$ cat config.mk
export PLATFORM = sky130hd
export DESIGN_NAME = polyline_length_accumulator
export DESIGN_NICKNAME = d
export VERILOG_FILES = /design/src/rtl/core/pla_pkg.sv /design/src/rtl/core/pla_sqrt.sv /design/src/rtl/core/polyline_length_accumulator.sv
export SDC_FILE = /design/constraint.sdc
export NUM_CORES = 2
export LEC_CHECK = 0
export ABC_AREA = 1
export BUFFER_PORTS_ARGS = -buffer_cell sky130_fd_sc_hd__buf_2
export CORE_AREA = 2 2 331 333
export DETAILED_ROUTE_END_ITERATION = 7
export DIE_AREA = 0 0 333 335
export PLACE_DENSITY = 0.57
export SLEW_MARGIN = 20
export SYNTH_ARGS = -nofsm -noshare
export SYNTH_HDL_FRONTEND = slang
export SYNTH_SLANG_ARGS = --single-unit
$ cat constraint.sdc
create_clock -name aclk -period 9.4 [get_ports aclk]
set_input_delay 0.94 -clock aclk [delete_from_list [all_inputs] [get_ports aclk]]
set_output_delay 0.94 -clock aclk [all_outputs]
set_load 0.01 [all_outputs]
$ cat src/rtl/core/pla_pkg.sv
// shared constants and types of the polyline length accumulator
`default_nettype none

package pla_pkg;

    localparam int COORD_WIDTH    = 24;
    localparam int LEN_WIDTH      = 48;
    localparam int COUNT_WIDTH    = 24;

    // squared step and the radicand of the root unit
    localparam int SQ_WIDTH       = 2 * COORD_WIDTH;
    localparam int RAD_WIDTH      = SQ_WIDTH + 1;
    localparam int SQRT_STEPS     = (RAD_WIDTH + 1) / 2;
    localparam int RAD_PAD_WIDTH  = 2 * SQRT_STEPS;
    localparam int ROOT_WIDTH     = SQRT_STEPS;
    localparam int REM_WIDTH      = ROOT_WIDTH + 2;
    localparam int STEP_CNT_WIDTH = $clog2(SQRT_STEPS + 1);

    // stream payload widths, rounded up to whole bytes
    localparam int IN_DATA_WIDTH  = ((2 * COORD_WIDTH + 7) / 8) * 8;
    localparam int OUT_DATA_WIDTH = ((2 * LEN_WIDTH + COUNT_WIDTH + 7) / 8) * 8;

    typedef enum logic [2:0] {
        ST_IDLE,
        ST_SQX,
        ST_SQY,
        ST_SUM,
        ST_ROOT,
        ST_ACC,
        ST_EMIT
    } seq_state_t;

endpackage

`default_nettype wire

$ cat src/rtl/core/pla_sqrt.sv
// iterative floor square root, one root bit per cycle
`default_nettype none

module pla_sqrt (
    input  wire logic                             aclk,
    input  wire logic                             aresetn,
    input  wire logic                             start,
    input  wire logic [pla_pkg::RAD_WIDTH-1:0]    radicand,
    output logic                                  busy,
    output logic      [pla_pkg::ROOT_WIDTH-1:0]   root
);

    logic [pla_pkg::RAD_PAD_WIDTH-1:0]  rad_reg;
    logic [pla_pkg::REM_WIDTH-1:0]      rem_reg;
    logic [pla_pkg::ROOT_WIDTH-1:0]     root_reg;
    logic [pla_pkg::STEP_CNT_WIDTH-1:0] cnt_reg;

    logic [pla_pkg::REM_WIDTH+1:0]      rem_shift;
    logic [pla_pkg::REM_WIDTH+1:0]      trial;
    logic                               fits;
    logic [pla_pkg::REM_WIDTH-1:0]      rem_next;
    logic [pla_pkg::ROOT_WIDTH-1:0]     root_next;

    always_comb begin
        rem_shift = {rem_reg, rad_reg[pla_pkg::RAD_PAD_WIDTH-1 -: 2]};
        trial     = (pla_pkg::REM_WIDTH+2)'({root_reg, 2'b01});
        fits      = (rem_shift >= trial);
        if (fits) begin
            rem_next  = pla_pkg::REM_WIDTH'(rem_shift - trial);
            root_next = {root_reg[pla_pkg::ROOT_WIDTH-2:0], 1'b1};
        end else begin
            rem_next  = pla_pkg::REM_WIDTH'(rem_shift);
            root_next = {root_reg[pla_pkg::ROOT_WIDTH-2:0], 1'b0};
        end
    end

    always_ff @(posedge aclk) begin
        if (!aresetn) begin
            cnt_reg <= '0;
        end else if (start) begin
            cnt_reg <= pla_pkg::STEP_CNT_WIDTH'(pla_pkg::SQRT_STEPS);
        end else if (cnt_reg != '0) begin
            cnt_reg <= cnt_reg - 1'b1;
        end
    end

    always_ff @(posedge aclk) begin
        if (start) begin
            rad_reg  <= pla_pkg::RAD_PAD_WIDTH'(radicand);
            rem_reg  <= '0;
            root_reg <= '0;
        end else if (cnt_reg != '0) begin
            rad_reg  <= {rad_reg[pla_pkg::RAD_PAD_WIDTH-3:0], 2'b00};
            rem_reg  <= rem_next;
            root_reg <= root_next;
        end
    end

    assign busy = (cnt_reg != '0);
    assign root = root_reg;

endmodule

`default_nettype wire

$ cat src/rtl/core/polyline_length_accumulator.sv
// top level: point stream in, chain length results out
//
// s_ channel: one point per transaction. s_tdata = {y_coord, x_coord}, signed Q16.8,
// s_tlast marks the last point of a chain, s_tuser marks the last chain of a set.
// m_ channel: one result per chain, on the transaction that carried s_tlast.
// m_tdata = {total_points, total_length, chain_length}, m_tlast = set_done.
// Each point that has a previous point goes through squaring dx, squaring dy
// and summing, then the square root (25 root bits and a finish step), then
// accumulate; the first point of a chain goes straight to accumulate. The point
// that ends a chain adds a result load step. The square root unit computes one
// root bit per cycle. After the last root bit come the finish step, accumulate
// and the result load, which waits for a free output register, then m_ is valid.
// The output register holds a finished result while the next point is accepted;
// a stalled receiver only holds the block when a second result is ready to load.
// Reset (aresetn low, synchronous) clears the previous point, all accumulators
// and any pending result.
`default_nettype none

module polyline_length_accumulator (
    input  wire logic                                aclk,
    input  wire logic                                aresetn,
    input  wire logic                                s_tvalid,
    output logic                                     s_tready,
    // x_coord [23:0], y_coord [47:24]
    input  wire logic [pla_pkg::IN_DATA_WIDTH-1:0]   s_tdata,
    input  wire logic                                s_tlast,
    // end_of_set [0]
    input  wire logic                                s_tuser,
    output logic                                     m_tvalid,
    input  wire logic                                m_tready,
    // chain_length [47:0], total_length [95:48], total_points [119:96]
    output logic      [pla_pkg::OUT_DATA_WIDTH-1:0]  m_tdata,
    output logic                                     m_tlast
);

    localparam int CW = pla_pkg::COORD_WIDTH;
    localparam int LW = pla_pkg::LEN_WIDTH;
    localparam int NW = pla_pkg::COUNT_WIDTH;

    pla_pkg::seq_state_t state_reg, state_next;

    logic [CW-1:0] x_reg, y_reg, prev_x_reg, prev_y_reg;
    logic          eoc_reg, eos_reg, step_reg, have_prev_reg;
    logic [pla_pkg::SQ_WIDTH-1:0] sqx_reg, sqy_reg;
    logic [LW-1:0] chain_reg, total_reg;
    logic [NW-1:0] count_reg;

    logic [LW-1:0] out_chain_reg, out_total_reg;
    logic [NW-1:0] out_count_reg;
    logic          out_done_reg, m_valid_reg;

    logic          s_accept, out_free;
    logic          mul_sel_y, sqrt_start, out_load;
    logic          sqrt_busy;
    logic [pla_pkg::ROOT_WIDTH-1:0] sqrt_root;

    logic signed [CW:0] diff;
    logic [CW-1:0]      mag;
    logic [pla_pkg::SQ_WIDTH-1:0]  prod;
    logic [pla_pkg::RAD_WIDTH-1:0] radicand;
    logic [LW:0]        chain_sum, total_sum;
    logic [LW-1:0]      chain_next, total_next;
    logic [NW-1:0]      count_next;

    assign s_accept = s_tvalid && s_tready;
    assign out_free = !m_valid_reg || m_tready;

    // shared multiplier squares dx, then dy
    always_comb begin
        if (mul_sel_y) begin
            diff = {y_reg[CW-1], y_reg} - {prev_y_reg[CW-1], prev_y_reg};
        end else begin
            diff = {x_reg[CW-1], x_reg} - {prev_x_reg[CW-1], prev_x_reg};
        end
        mag  = diff[CW] ? CW'(-diff) : CW'(diff);
        prod = pla_pkg::SQ_WIDTH'(mag) * pla_pkg::SQ_WIDTH'(mag);
    end

    assign radicand = {1'b0, sqx_reg} + {1'b0, sqy_reg};

    pla_sqrt u_sqrt (
        .aclk     (aclk),
        .aresetn  (aresetn),
        .start    (sqrt_start),
        .radicand (radicand),
        .busy     (sqrt_busy),
        .root     (sqrt_root)
    );

    // saturating accumulators
    always_comb begin
        chain_sum  = {1'b0, chain_reg} + (step_reg ? (LW+1)'(sqrt_root) : '0);
        chain_next = chain_sum[LW] ? '1 : chain_sum[LW-1:0];
        total_sum  = {1'b0, total_reg} + {1'b0, chain_reg};
        total_next = total_sum[LW] ? '1 : total_sum[LW-1:0];
        count_next = (count_reg == '1) ? count_reg : count_reg + 1'b1;
    end

    always_comb begin
        state_next = state_reg;
        case (state_reg)
            pla_pkg::ST_IDLE: begin
                if (s_accept) begin
                    state_next = have_prev_reg ? pla_pkg::ST_SQX : pla_pkg::ST_ACC;
                end
            end
            pla_pkg::ST_SQX:  state_next = pla_pkg::ST_SQY;
            pla_pkg::ST_SQY:  state_next = pla_pkg::ST_SUM;
            pla_pkg::ST_SUM:  state_next = pla_pkg::ST_ROOT;
            pla_pkg::ST_ROOT: begin
                if (!sqrt_busy) begin
                    state_next = pla_pkg::ST_ACC;
                end
            end
            pla_pkg::ST_ACC: begin
                state_next = eoc_reg ? pla_pkg::ST_EMIT : pla_pkg::ST_IDLE;
            end
            pla_pkg::ST_EMIT: begin
                if (out_free) begin
                    state_next = pla_pkg::ST_IDLE;
                end
            end
            default: state_next = pla_pkg::ST_IDLE;
        endcase
    end

    always_comb begin
        s_tready   = 1'b0;
        mul_sel_y  = 1'b0;
        sqrt_start = 1'b0;
        out_load   = 1'b0;
        case (state_reg)
            pla_pkg::ST_IDLE: s_tready   = 1'b1;
            pla_pkg::ST_SQY:  mul_sel_y  = 1'b1;
            pla_pkg::ST_SUM:  sqrt_start = 1'b1;
            pla_pkg::ST_EMIT: out_load   = out_free;
            default: begin
            end
        endcase
    end

    always_ff @(posedge aclk) begin
        if (!aresetn) begin
            state_reg <= pla_pkg::ST_IDLE;
        end else begin
            state_reg <= state_next;
        end
    end

    // input capture and squared steps
    always_ff @(posedge aclk) begin
        if (s_accept) begin
            x_reg    <= s_tdata[CW-1:0];
            y_reg    <= s_tdata[2*CW-1:CW];
            eoc_reg  <= s_tlast;
            eos_reg  <= s_tuser;
            step_reg <= have_prev_reg;
        end
        if (state_reg == pla_pkg::ST_SQX) begin
            sqx_reg <= prod;
        end
        if (state_reg == pla_pkg::ST_SQY) begin
            sqy_reg <= prod;
        end
    end

    // chain, set and point state
    always_ff @(posedge aclk) begin
        if (!aresetn) begin
            prev_x_reg    <= '0;
            prev_y_reg    <= '0;
            have_prev_reg <= 1'b0;
            chain_reg     <= '0;
            total_reg     <= '0;
            count_reg     <= '0;
        end else if (state_reg == pla_pkg::ST_ACC) begin
            prev_x_reg    <= x_reg;
            prev_y_reg    <= y_reg;
            have_prev_reg <= 1'b1;
            chain_reg     <= chain_next;
            count_reg     <= count_next;
        end else if (out_load) begin
            have_prev_reg <= 1'b0;
            chain_reg     <= '0;
            total_reg     <= eos_reg ? '0 : total_next;
            if (eos_reg) begin
                count_reg <= '0;
            end
        end
    end

    // result register
    always_ff @(posedge aclk) begin
        if (out_load) begin
            out_chain_reg <= chain_reg;
            out_total_reg <= total_next;
            out_count_reg <= count_reg;
            out_done_reg  <= eos_reg;
        end
    end

    always_ff @(posedge aclk) begin
        if (!aresetn) begin
            m_valid_reg <= 1'b0;
        end else if (out_load) begin
            m_valid_reg <= 1'b1;
        end else if (m_tready) begin
            m_valid_reg <= 1'b0;
        end
    end

    assign m_tvalid = m_valid_reg;
    assign m_tdata  = pla_pkg::OUT_DATA_WIDTH'({out_count_reg, out_total_reg, out_chain_reg});
    assign m_tlast  = out_done_reg;

endmodule

`default_nettype wire

==> flow_summary.yaml <==
floorplan:
  die_w_um: 333
  core-area_um2: 108000
  die_area_um2: 112000
  start_util_pct: 44.6
  ioPinCount: 177
  die_y_um: 335
  rows: 121
synthesis:
  seq_area_frac_synth_pct: 29.2
  syn-num-nets: 6847
  syn_area_um2: 48200
  synthCells: 5998
  ys_types: 66
  synth_edf_count: 315
  yosys_warnings: 0
  syn_avg_cell_area_um2: 8.04
  synth_flop_cell: "edfxtp_1"
  synth.ff_latch_count: 546
  async_flop_share_pct: 0
timing:
  setup_viol: 0
  finalWorstSetupSlack_ns: 0.438
  post-route-period-util_pct: 95.3
  clock.fmax_mhz: 112
  tightest_slew_ns: 1.03
  slew_headroom_pct: 31.1
  fin_skew_ns: 0.0269
  period_minus_slack_ns: 8.96
  hold_viol: 0
  drv_slew: 0
hold_path:
  hold_depth: 2
  hold_class: "reg -> reg"
global_routing:
  grt_use_total_pct: 24.7
  grt_antenna_before_repair: 7
  grt_pass1_wl_um: 218000
  first_global_vias: 40248
  grt_overflow: 0
  grt_max_degree: 93
setup_path:
  cpMostUsedCell: "nand2_1"
  r2r_setup_slack_ns: 0.44
  reg2reg_depth: 42
  cp_max_fo: 6
  cp.arrival_ns: 9.32
  critical_path_class: "reg -> reg"
  start_kind: "register"
  slowest_delay_ns: 0.55
  required_ns: 9.76
  cp_slowest_cell: "fa_1"
  end_kind: "register"
place:
  dpl.hpwl_um: 110000
  numPortBuffers: 176
  dp_slack_ns: -0.0844
  gp_congestion: 0.970
cells_and_area:
  final_cell_mix: "nand2_1 (1204), inv_1 (1081), nor2_1 (526)"
  area_growth_pct: 11.9
  final_layout_size_suffix_gt1_share_pct: 9.67
  fin_nets: 7061
  largest_reg_flops: 50
  final_common_cell: "nand2_1"
clock_network:
  insertion_delay_ns: 0.64
  cts_buffer_depth: 3
  cts_root_buffer: "clkbuf_16"
  cts_sinks: 546
  cts_tree: "yes"
  numCtsBuffers: 66
  clk_pin_slew_ns: 0.06
  htreeDepth: 3
route:
  drtIter0Drc: 2485
  vias: 39938
  wl_per_cell_um: 17.9
  first_pass_iters: 5
  wirelength_um: 137000
  drc_errors: 0
  ant_nets: 0
  viasPerCell: 5.20
status:
  status: "finished clean"
flow_run:
  cap_violations: 0
-- critical path, delay by kind of cell, from the launching register on --
| family | cells | cell delay [ns] |
|---|---|---|
| buffers and inverters | 9 | 0.65 |
| xor gates and xnor gates | 1 | 0.09 |
| DFF | 1 | 0.40 |
| and+or+nand+nor | 19 | 2.52 |
| adders and majority gates | 9 | 4.34 |
| AOI/OAI and AO/OA | 4 | 0.66 |
-- path summary, 6_finish.rpt --
path,start,endpoint
min,prev_x_reg[14]$_SDFFE_PN0P_,prev_x_reg[14]$_SDFFE_PN0P_
max,x_reg[6]$_DFFE_PP_,sqy_reg[33]$_DFFE_PP_
min reg2reg,prev_x_reg[14]$_SDFFE_PN0P_,prev_x_reg[14]$_SDFFE_PN0P_
max reg2reg,x_reg[6]$_DFFE_PP_,sqy_reg[33]$_DFFE_PP_
-- synthesized netlist by cell type, types with 25 or more instances --
master    number  area (µm²)
nand2_1     1225        4600
inv_1       1096        4110
nor2_1       561        2110
a21oi_1      470        2350
fa_1         427        8550
ha_1         368        4600
edfxtp_1     315        9460
o21ai_0      315        1580
nand3_1      255        1280
dfxtp_1      231        4620
xor2_1        98         858
clkbuf_1      84         315
xnor2_1       61         534
nand4_1       54         338
nor3_1        51         255
a31oi_1       45         282
or2_2         36         225
buf_2         33         165
o22ai_1       25         156
-- metrics by stage --
step	cell area, µm²	setup TNS (ns)	utilization, %	cells	hold WS, ns
finish	54000	0	49.9	7682	0.455
global route	54000	-0.0366	49.9	7682	0.449
CTS	53300	0	49.3	7659	0.433
detailed placement	51000	-0.303	47.2	7538	0.449
global placement	51000	0	47.1	7537	0.443
floorplan	48200	0	-	5998	0.422
-- cell families (layout without fill, tap and decap cells) --
logic type / Yosys count / after routing / share of synthesized area, %
adder cells (fa/ha/maj): 795 / 795 / 27.3
flip-flops: 546 / 546 / 29.2
other: 0 / 3 / 0
buffers and inverters: 1245 / 1512 / 9.90
AND/OR/NAND/NOR: 2268 / 2268 / 19.5
AO/OA/AOI/OAI: 983 / 983 / 11.1
XOR/XNOR: 161 / 161 / 2.96
-- layout make-up --
| class | count | area, µm² |
|---|---|---|
| fillers | 10718 | 54100 |
| repair inverters | 1 | 8.76 |
| multi-input cells | 4207 | 29800 |
| repair buffers | 276 | 1770 |
| clock buffers | 79 | 1800 |
| well taps | 1414 | 1770 |
| inverters | 1114 | 4240 |
| flip-flops and latches | 546 | 14100 |
| clock inverters | 42 | 482 |
| diodes | 3 | 7.51 |
-- layer usage --
layer / routed length [µm] / vias up / part of all wire (%) / global-route usage [%]
met3: 6320 / 230 / 4.6 / 3.31
met1: 61000 / 19098 / 45 / 32.2
met4: 4610 / 6 / 3.4 / 8.78
met2: 65100 / 888 / 48 / 42.0
li1: - / 19716 / - / -
met5: 33 / - / 0.024 / 0
-- what timing repair did --
item,4_1_cts,5_1_grt
endpoints found under the setup margin,16,54
buffers inserted,0,19
pin swaps,0,18
gates cloned,0,1
hold buffers,0,0
resized for setup,1,164
hold endpoints to repair,0,0
Power is left out: the tool's default activity adds up to more than one toggle a clock period on the data nets, which glitch-free logic cannot reach.
